File: src/design/irkd_pkg.sv
// Shared types, key map and reset constants for the IR key dimmer controller.
// No dependencies; used by ir_key_dimmer_controller.
package irkd_pkg;

    typedef enum logic [2:0] {
        ACT_IGNORED = 3'd0,
        ACT_UNKNOWN = 3'd1,
        ACT_ALL_ON  = 3'd2,
        ACT_ALL_OFF = 3'd3,
        ACT_TOGGLE  = 3'd4,
        ACT_UP      = 3'd5,
        ACT_DOWN    = 3'd6
    } t_action;

    typedef enum logic [1:0] {
        CFG_UPDOWN_HOLD = 2'd0,
        CFG_SAME_HOLD   = 2'd1,
        CFG_OTHER_HOLD  = 2'd2,
        CFG_LEVEL_STEP  = 2'd3
    } t_cfg_reg;

    typedef struct packed {
        t_action    action;
        logic [2:0] slot;
    } t_key_class;

    localparam logic [7:0] KEY_ALL_ON    = 8'h45;
    localparam logic [7:0] KEY_ALL_OFF   = 8'h47;
    localparam logic [7:0] KEY_CH0_TOG   = 8'h44;
    localparam logic [7:0] KEY_CH0_UP    = 8'h40;
    localparam logic [7:0] KEY_CH0_DN    = 8'h43;
    localparam logic [7:0] KEY_CH1_TOG   = 8'h07;
    localparam logic [7:0] KEY_CH1_UP    = 8'h15;
    localparam logic [7:0] KEY_CH1_DN    = 8'h09;
    localparam logic [7:0] KEY_CH2_TOG   = 8'h16;
    localparam logic [7:0] KEY_CH2_UP    = 8'h19;
    localparam logic [7:0] KEY_CH2_DN    = 8'h0D;
    localparam logic [7:0] KEY_CH3_TOG   = 8'h0C;
    localparam logic [7:0] KEY_CH3_UP    = 8'h18;
    localparam logic [7:0] KEY_CH3_DN    = 8'h5E;
    localparam logic [7:0] KEY_CH4_TOG   = 8'h08;
    localparam logic [7:0] KEY_CH4_UP    = 8'h1C;
    localparam logic [7:0] KEY_CH4_DN    = 8'h5A;
    localparam logic [7:0] KEY_MST_TOG   = 8'h42;
    localparam logic [7:0] KEY_MST_UP    = 8'h52;
    localparam logic [7:0] KEY_MST_DN    = 8'h4A;

    localparam logic [2:0] MASTER_SLOT    = 3'd5;
    localparam logic [7:0] LEVEL_MIN      = 8'd1;
    localparam logic [7:0] LEVEL_MAX      = 8'd254;
    localparam logic [7:0] LAST_KEY_RESET = 8'hFF;

    localparam logic [15:0] UPDOWN_HOLD_RESET = 16'd100;
    localparam logic [15:0] SAME_HOLD_RESET   = 16'd500;
    localparam logic [15:0] OTHER_HOLD_RESET  = 16'd250;
    localparam logic [7:0]  LEVEL_STEP_RESET  = 8'd12;

    function automatic t_key_class classify(input logic [7:0] key);
        t_key_class c;
        c.slot   = 3'd0;
        c.action = ACT_UNKNOWN;
        case (key)
            KEY_ALL_ON:  c.action = ACT_ALL_ON;
            KEY_ALL_OFF: c.action = ACT_ALL_OFF;
            KEY_CH0_TOG: begin c.action = ACT_TOGGLE; c.slot = 3'd0; end
            KEY_CH0_UP:  begin c.action = ACT_UP;     c.slot = 3'd0; end
            KEY_CH0_DN:  begin c.action = ACT_DOWN;   c.slot = 3'd0; end
            KEY_CH1_TOG: begin c.action = ACT_TOGGLE; c.slot = 3'd1; end
            KEY_CH1_UP:  begin c.action = ACT_UP;     c.slot = 3'd1; end
            KEY_CH1_DN:  begin c.action = ACT_DOWN;   c.slot = 3'd1; end
            KEY_CH2_TOG: begin c.action = ACT_TOGGLE; c.slot = 3'd2; end
            KEY_CH2_UP:  begin c.action = ACT_UP;     c.slot = 3'd2; end
            KEY_CH2_DN:  begin c.action = ACT_DOWN;   c.slot = 3'd2; end
            KEY_CH3_TOG: begin c.action = ACT_TOGGLE; c.slot = 3'd3; end
            KEY_CH3_UP:  begin c.action = ACT_UP;     c.slot = 3'd3; end
            KEY_CH3_DN:  begin c.action = ACT_DOWN;   c.slot = 3'd3; end
            KEY_CH4_TOG: begin c.action = ACT_TOGGLE; c.slot = 3'd4; end
            KEY_CH4_UP:  begin c.action = ACT_UP;     c.slot = 3'd4; end
            KEY_CH4_DN:  begin c.action = ACT_DOWN;   c.slot = 3'd4; end
            KEY_MST_TOG: begin c.action = ACT_TOGGLE; c.slot = MASTER_SLOT; end
            KEY_MST_UP:  begin c.action = ACT_UP;     c.slot = MASTER_SLOT; end
            KEY_MST_DN:  begin c.action = ACT_DOWN;   c.slot = MASTER_SLOT; end
            default:     c.action = ACT_UNKNOWN;
        endcase
        return c;
    endfunction

endpackage

File: src/design/ir_key_dimmer_controller.sv
// IR key dimmer controller: debounce, key decode and channel on/level state.
// Depends on irkd_pkg for the action codes, key map and reset constants.
//
// Channel   Handshake                 Beat contents
// input     i_in_valid / o_in_stall   i_key_code, i_is_repeat, i_tick_time
// output    o_out_valid / i_out_stall o_accepted, o_action, o_channel, o_on_mask, o_level
// config    i_cfg_wr_en               i_cfg_index, i_cfg_data
//
// Each beat passes through the input register and leaves through the result
// register, so one beat per cycle is sustained while the output is not stalled.
// The debounce compares the tick difference against limits scaled to ticks when
// a hold register is written, so no division sits in the beat path.
// Reset is synchronous: all channels off at level 254, last key 0xFF at time 0.
// A stall on the output holds the result register and, once the input register
// is also full, raises o_in_stall.
module ir_key_dimmer_controller #(
    parameter int TICKS_PER_MS = 16000,
    parameter int NUM_CHANNELS = 6
) (
    input  logic               i_clk,
    input  logic               i_rst_n,
    input  logic               i_cfg_wr_en,
    input  irkd_pkg::t_cfg_reg i_cfg_index,
    input  logic [15:0]        i_cfg_data,
    input  logic               i_in_valid,
    output logic               o_in_stall,
    input  logic [7:0]         i_key_code,
    input  logic               i_is_repeat,
    input  logic [31:0]        i_tick_time,
    output logic               o_out_valid,
    input  logic               i_out_stall,
    output logic               o_accepted,
    output irkd_pkg::t_action  o_action,
    output logic [2:0]         o_channel,
    output logic [5:0]         o_on_mask,
    output logic [7:0]         o_level
);
    import irkd_pkg::*;

    localparam int TICK_W = $clog2(TICKS_PER_MS + 1);
    localparam int TH_W   = 16 + TICK_W;
    localparam int CMP_W  = (TH_W > 32) ? TH_W : 32;
    localparam int IDX_W  = $clog2(NUM_CHANNELS);
    localparam int MASK_N = (NUM_CHANNELS < 6) ? NUM_CHANNELS : 6;
    localparam logic [2:0] MASTER_CH = 3'(NUM_CHANNELS - 1);
    localparam logic [TH_W-1:0] TICKS_K = TH_W'(TICKS_PER_MS);
    localparam logic [TH_W-1:0] UPDOWN_TH_RESET = TH_W'(UPDOWN_HOLD_RESET) * TICKS_K;
    localparam logic [TH_W-1:0] SAME_TH_RESET   = TH_W'(SAME_HOLD_RESET) * TICKS_K;
    localparam logic [TH_W-1:0] OTHER_TH_RESET  = TH_W'(OTHER_HOLD_RESET) * TICKS_K;

    logic [TH_W-1:0] r_updown_th;
    logic [TH_W-1:0] r_same_th;
    logic [TH_W-1:0] r_other_th;
    logic [7:0]      r_level_step;
    logic [TH_W-1:0] w_cfg_th;

    logic        r_in_valid;
    logic [7:0]  r_key_code;
    logic        r_is_repeat;
    logic [31:0] r_tick_time;

    logic       r_chan_on    [NUM_CHANNELS];
    logic [7:0] r_chan_level [NUM_CHANNELS];
    logic       n_chan_on    [NUM_CHANNELS];
    logic [7:0] n_chan_level [NUM_CHANNELS];
    logic [7:0]  r_last_key;
    logic [31:0] r_last_time;

    logic        r_out_valid;
    logic        r_accepted;
    t_action     r_action;
    logic [2:0]  r_channel;
    logic [5:0]  r_on_mask;
    logic [7:0]  r_level;

    logic             w_advance;
    t_key_class       w_class;
    logic             w_updn;
    logic [31:0]      w_delta;
    logic [TH_W-1:0]  w_limit;
    logic             w_acc;
    t_action          w_action;
    logic [2:0]       w_ch;
    logic [IDX_W-1:0] w_idx;
    logic signed [9:0] w_adj;
    logic [5:0]       w_mask;

    assign w_advance  = r_in_valid && (!r_out_valid || !i_out_stall);
    assign o_in_stall = r_in_valid && !w_advance;
    assign w_cfg_th   = TH_W'(i_cfg_data) * TICKS_K;

    always_ff @(posedge i_clk) begin
        if (!i_rst_n) begin
            r_updown_th  <= UPDOWN_TH_RESET;
            r_same_th    <= SAME_TH_RESET;
            r_other_th   <= OTHER_TH_RESET;
            r_level_step <= LEVEL_STEP_RESET;
        end else if (i_cfg_wr_en) begin
            case (i_cfg_index)
                CFG_UPDOWN_HOLD: r_updown_th  <= w_cfg_th;
                CFG_SAME_HOLD:   r_same_th    <= w_cfg_th;
                CFG_OTHER_HOLD:  r_other_th   <= w_cfg_th;
                CFG_LEVEL_STEP:  r_level_step <= i_cfg_data[7:0];
                default: ;
            endcase
        end
    end

    always_ff @(posedge i_clk) begin
        if (!i_rst_n) begin
            r_in_valid <= 1'b0;
        end else if (i_in_valid && !o_in_stall) begin
            r_in_valid <= 1'b1;
        end else if (w_advance) begin
            r_in_valid <= 1'b0;
        end
    end

    always_ff @(posedge i_clk) begin
        if (i_in_valid && !o_in_stall) begin
            r_key_code  <= i_key_code;
            r_is_repeat <= i_is_repeat;
            r_tick_time <= i_tick_time;
        end
    end

    always_comb begin
        w_class  = classify(r_key_code);
        w_updn   = (w_class.action == ACT_UP) || (w_class.action == ACT_DOWN);
        w_delta  = r_tick_time - r_last_time;
        if (w_updn) begin
            w_limit = r_updown_th;
        end else if (r_key_code == r_last_key) begin
            w_limit = r_same_th;
        end else begin
            w_limit = r_other_th;
        end
        w_acc = r_is_repeat ? w_updn : (CMP_W'(w_delta) >= CMP_W'(w_limit));

        n_chan_on    = r_chan_on;
        n_chan_level = r_chan_level;
        w_action     = w_class.action;
        w_ch         = 3'd0;
        w_adj        = 10'sd0;

        if (!w_acc) begin
            w_action = ACT_IGNORED;
        end else begin
            case (w_class.action)
                ACT_ALL_ON: begin
                    for (int i = 0; i < NUM_CHANNELS; i++) n_chan_on[i] = 1'b1;
                end
                ACT_ALL_OFF: begin
                    for (int i = 0; i < NUM_CHANNELS; i++) n_chan_on[i] = 1'b0;
                end
                ACT_TOGGLE, ACT_UP, ACT_DOWN: begin
                    if (w_class.slot == MASTER_SLOT) begin
                        w_ch = MASTER_CH;
                    end else if (4'(w_class.slot) < 4'(NUM_CHANNELS - 1)) begin
                        w_ch = w_class.slot;
                    end else begin
                        w_action = ACT_UNKNOWN;
                    end
                end
                default: ;
            endcase
        end

        w_idx = w_ch[IDX_W-1:0];
        if (w_action == ACT_TOGGLE) begin
            n_chan_on[w_idx] = !r_chan_on[w_idx];
        end else if (w_action == ACT_UP || w_action == ACT_DOWN) begin
            if (w_action == ACT_UP) begin
                w_adj = $signed({2'b00, r_chan_level[w_idx]})
                      + $signed({2'b00, r_level_step});
            end else begin
                w_adj = $signed({2'b00, r_chan_level[w_idx]})
                      - $signed({2'b00, r_level_step});
            end
            if (w_adj < $signed({2'b00, LEVEL_MIN})) begin
                n_chan_level[w_idx] = LEVEL_MIN;
            end else if (w_adj > $signed({2'b00, LEVEL_MAX})) begin
                n_chan_level[w_idx] = LEVEL_MAX;
            end else begin
                n_chan_level[w_idx] = w_adj[7:0];
            end
            n_chan_on[w_idx] = 1'b1;
        end

        w_mask = 6'd0;
        for (int i = 0; i < MASK_N; i++) w_mask[i] = n_chan_on[i];
    end

    always_ff @(posedge i_clk) begin
        if (!i_rst_n) begin
            for (int i = 0; i < NUM_CHANNELS; i++) begin
                r_chan_on[i]    <= 1'b0;
                r_chan_level[i] <= LEVEL_MAX;
            end
            r_last_key  <= LAST_KEY_RESET;
            r_last_time <= 32'd0;
        end else if (w_advance) begin
            r_chan_on    <= n_chan_on;
            r_chan_level <= n_chan_level;
            if (w_acc && !r_is_repeat) begin
                r_last_key  <= r_key_code;
                r_last_time <= r_tick_time;
            end
        end
    end

    always_ff @(posedge i_clk) begin
        if (!i_rst_n) begin
            r_out_valid <= 1'b0;
        end else if (w_advance) begin
            r_out_valid <= 1'b1;
        end else if (!i_out_stall) begin
            r_out_valid <= 1'b0;
        end
    end

    always_ff @(posedge i_clk) begin
        if (w_advance) begin
            r_accepted <= w_acc;
            r_action   <= w_action;
            r_channel  <= w_ch;
            r_on_mask  <= w_mask;
            r_level    <= n_chan_level[w_idx];
        end
    end

    assign o_out_valid = r_out_valid;
    assign o_accepted  = r_accepted;
    assign o_action    = r_action;
    assign o_channel   = r_channel;
    assign o_on_mask   = r_on_mask;
    assign o_level     = r_level;

    a_accept_matches_action: assert property (@(posedge i_clk) disable iff (!i_rst_n)
        r_out_valid |-> (r_accepted == (r_action != ACT_IGNORED)))
        else $error("accepted flag disagrees with action");

    a_level_in_range: assert property (@(posedge i_clk) disable iff (!i_rst_n)
        r_out_valid |-> (r_level >= LEVEL_MIN && r_level <= LEVEL_MAX))
        else $error("result level outside 1..254");

    a_updown_forces_on: assert property (@(posedge i_clk) disable iff (!i_rst_n)
        (r_out_valid && (r_action == ACT_UP || r_action == ACT_DOWN) && r_channel < 3'd6)
        |-> r_on_mask[r_channel])
        else $error("up/down result leaves its channel off");

    a_idle_channel_zero: assert property (@(posedge i_clk) disable iff (!i_rst_n)
        (r_out_valid && (r_action == ACT_IGNORED || r_action == ACT_UNKNOWN))
        |-> (r_channel == 3'd0))
        else $error("ignored or unknown result names a channel");

    a_input_loaded: assert property (@(posedge i_clk) disable iff (!i_rst_n)
        (i_in_valid && !o_in_stall) |=> r_in_valid)
        else $error("accepted input beat not held in input register");

endmodule

File: config.mk
export PLATFORM = sky130hd
export DESIGN_NAME = ir_key_dimmer_controller
export DESIGN_NICKNAME = d
export VERILOG_FILES = /design/src/design/irkd_pkg.sv /design/src/design/ir_key_dimmer_controller.sv
export SDC_FILE = /design/constraint.sdc
export NUM_CORES = 1
export LEC_CHECK = 0
export BUFFER_PORTS_ARGS = -buffer_cell sky130_fd_sc_hd__clkbuf_2
export CAP_MARGIN = 20
export CORE_MARGIN = 10
export CORE_UTILIZATION = 50
export CTS_CLUSTER_SIZE = 25
export DETAILED_ROUTE_END_ITERATION = 8
export MAX_ROUTING_LAYER = met4
export PLACE_DENSITY_LB_ADDON = 0.05
export SYNTH_ARGS = -nofsm -noshare
export SYNTH_HDL_FRONTEND = slang
export SYNTH_SLANG_ARGS = --single-unit
File: constraint.sdc
create_clock -name i_clk -period 8.2 [get_ports i_clk]
set_input_delay 1.64 -clock i_clk [delete_from_list [all_inputs] [get_ports i_clk]]
set_output_delay 1.64 -clock i_clk [all_outputs]
set_load 0.005 [all_outputs]
==> impl_metrics.json <==
{
  "die_h_um": 199,
  "grt_pass1_wl_um": 70300,
  "core_area_um2": 31600,
  "pin_count": 87,
  "grt_antenna_before_repair": 0,
  "final_common_cell": "nand2_1",
  "ctsRootBufferMaster": "clkbuf_16",
  "hold-path-cell-count": 2,
  "first_iter_violations": 837,
  "detailedRoute.firstPassIterationCount": 6,
  "r2r_start": "r_tick_time[0]",
  "postRouteAntennaNets": 0,
  "synth_fp_nets": 2099,
  "timing.hold.worst_endpoint": "r_last_time[9]",
  "power-per-cell-area_nw_per_um2": 221,
  "syn-instance-count": 1854,
  "path_common_cell": "a21oi_2",
  "initial_utilization": 0.508,
  "route.detailed.vias_per_inst": 5.72,
  "cts.clk_slew.worst_paths_ns": 0.06,
  "die_x_um": 199,
  "ff2ff_setup_slack_ns": 0.19,
  "tritoncts.num_buffers": 28,
  "grt_setup_unrepaired": "yes",
  "period_needed_ns": 8.01,
  "most-common-layout-cells": "nand2_1 (339), dfxtp_1 (173), ha_1 (111), buf_4 (106), inv_1 (104)",
  "postSynth.topFlopCell": "dfxtp_1",
  "num-nets-final": 2238,
  "synth_async_sr_flop_share": 0,
  "io_buffers": 86,
  "post_synth_instance_area_um2": 16100,
  "worstPathArrival_ns": 8.31,
  "run_status": "completed",
  "grt_pass1_vias": 13300,
  "critPathRequiredTime_ns": 8.49,
  "yosysWarnings": 0,
  "timing.fmax_mhz": 125,
  "track_usage": 0.222,
  "synthesis.area_per_instance_um2": 8.67,
  "avgRoutedWirePerCell_um": 18.2,
  "reg2regPathDepth": 48,
  "setup_viol": 0,
  "timing.critical_path.to_type": "register",
  "setup_total_negative_slack_ns": 0,
  "maxCapViolations": 0,
  "total_area_of_multi_input_combinational_cells_um2": 10500,
  "gp_congestion": 0.951,
  "area.growth.synth_to_final_pct": 18.8,
  "fillCellCount": 2807,
  "postSynthRegisterBits": 235,
  "antennaDiodeCount": 0,
  "tritoncts_clock_tree": "done",
  "ys_seq_area_frac": 0.331,
  "fp-row-count": 65,
  "finalHoldWorstSlack_ns": 0.463,
  "post-route-period-util": 0.977,
  "class_of_the_tightest_hold_or_removal_check": "register to register",
  "hold_path.startpoint": "r_last_time[9]",
  "cts_htree_levels": 1,
  "die-area_um2": 39700,
  "p_leak_nw": 8.16,
  "synth_cell_type_count": 92,
  "critical_path.startpoint_type": "register",
  "num_vias": 13800,
  "grt-ovfl-total": 0,
  "final.setup_skew_ns": 0.0221,
  "drcViolationCount": 0,
  "cts_buffer_depth": 3,
  "crit_type": "register to register",
  "cpMaxStageDelayCell": "fa_2",
  "final_max_slew_viol_count": 0,
  "timing.rr.end": "o_level[0]",
  "timing.critical_path.slowest_cell_delay_ns": 0.37,
  "tightestPinTransition_ns": 1.04,
  "ir_worst_vdd_v": 0.000194,
  "layout-drive-gt1-share": 0.183,
  "synth_enable_flop_cells": 62,
  "worst_skew_pair_latency_ns": 0.55,
  "seq_area_um2": 5330,
  "worst-path-max-fanout": 5,
  "finalHoldViolations": 0,
  "grt_start_max_net_pins": 106,
  "clkSinkCount": 235,
  "cts.hold.buffers_added": 0,
  "post-dp-hpwl_um": 32000,
  "maxSlewHeadroom": 0.305,
  "drt-total-wl_um": 44000
}
-- registers in the layout, summed over array words and instances (netlist names), 3 cells and up --
name,flops
r_level_step,8
r_chan_level,48
r_chan_on,6
o_level,8
r_updown_th,23
o_action,3
r_other_th,23
o_on_mask,6
r_same_th,23
r_key_code,8
o_channel,3
r_last_time,32
r_tick_time,32
r_last_key,8
-- through the flow --
step	setup slack [ns]	cell area [µm²]	std cells	power, mW	utilization
CTS	0.0180	18300	2388	4.23	0.580
detailed placement	-0.227	17400	2336	2.94	0.549
global placement	0.0165	17400	2336	2.92	0.549
global route	-0.276	19100	2416	4.50	0.604
floorplan	0.206	16100	1854	2.48	-
finish	0.187	19100	2416	4.22	0.604
-- area by class of cell --
class | instances | share of cell area
multi-input cells | 1417 | 0.551
flip-flops and latches | 235 | 0.279
repair buffers | 204 | 0.0733
clock buffers | 39 | 0.0421
well taps | 402 | 0.0263
inverters | 107 | 0.0210
clock inverters | 12 | 0.00767
-- synth_stat cells (all sizes together), types with 22 or more instances --
| master | count | share of area |
|---|---|---|
| o211ai | 69 | 0.036 |
| ha | 124 | 0.096 |
| a21boi | 78 | 0.036 |
| xnor2 | 40 | 0.022 |
| nor2 | 103 | 0.024 |
| xor2 | 24 | 0.013 |
| nand3 | 58 | 0.018 |
| nand2 | 344 | 0.080 |
| o21ai | 73 | 0.023 |
| nor3 | 27 | 0.0084 |
| dfxtp | 173 | 0.22 |
| inv | 106 | 0.025 |
| fa | 57 | 0.071 |
| edfxtp | 62 | 0.12 |
| a21oi | 107 | 0.034 |
| and3 | 22 | 0.0086 |
| clkbuf | 81 | 0.019 |
| mux2i | 34 | 0.021 |
-- how the worst max path moves through the flow --
stage                               from  cells past startpoint  slack, ns         end
final                     r_tick_time[0]                     48       0.19  o_level[0]
after detailed placement  r_tick_time[0]                     40      -0.23  o_level[5]
after CTS                 r_tick_time[3]                     46       0.02  o_level[5]
after floorplan           r_tick_time[0]                     45       0.21  o_level[5]
after global routing      r_tick_time[0]                     48      -0.28  o_level[0]
after global placement    r_tick_time[0]                     45       0.02  o_level[3]
-- critical path: cells and delay by family, from the launching register on --
| kind | cells | cell delay (ns) |
|---|---|---|
| flops | 1 | 0.34 |
| simple gates | 13 | 2.04 |
| buf+inv | 6 | 0.73 |
| compound gates | 22 | 2.93 |
| xor+xnor | 1 | 0.13 |
| mux | 1 | 0.22 |
| fa+ha+maj | 5 | 1.39 |
-- per-layer routing --
metal / part of all wire / vias to the layer above / GRT usage
met5: 0 / - / -
met1: 0.44 / 6617 / 0.276
li1: - / 6836 / -
met3: 0.046 / 64 / 0.0252
met2: 0.49 / 305 / 0.381
met4: 0.021 / 0 / 0.0505
-- logic make-up (layout without fill, tap and decap cells) --
logic type                 count (synthesis)  after routing  share of synthesized area
and+or+nand+nor                          661            661                      0.185
AOI/OAI and AO/OA                        475            475                      0.210
DFF                                      235            235                      0.331
buffers and inverters                    202            362                     0.0489
adders and majority gates                181            181                      0.167
xor gates and xnor gates                  64             64                     0.0349
muxes                                     36             36                     0.0226
-- power breakdown --
| part | internal (mW) | switching (mW) | total (mW) |
|---|---|---|---|
| registers | 1.28 | 0.0467 | 1.33 |
| logic | 0.654 | 0.963 | 1.62 |
| clock network | 0.777 | 0.498 | 1.28 |
-- repair_timing --
| action | in CTS | in global routing |
|---|---|---|
| gates resized for setup | 7 | 115 |
| cloned | 0 | 1 |
| endpoints found under the setup margin | 45 | 56 |
| setup buffers | 1 | 26 |
| pin swaps | 1 | 58 |
Note: power is estimated with default switching activity, not from simulation.
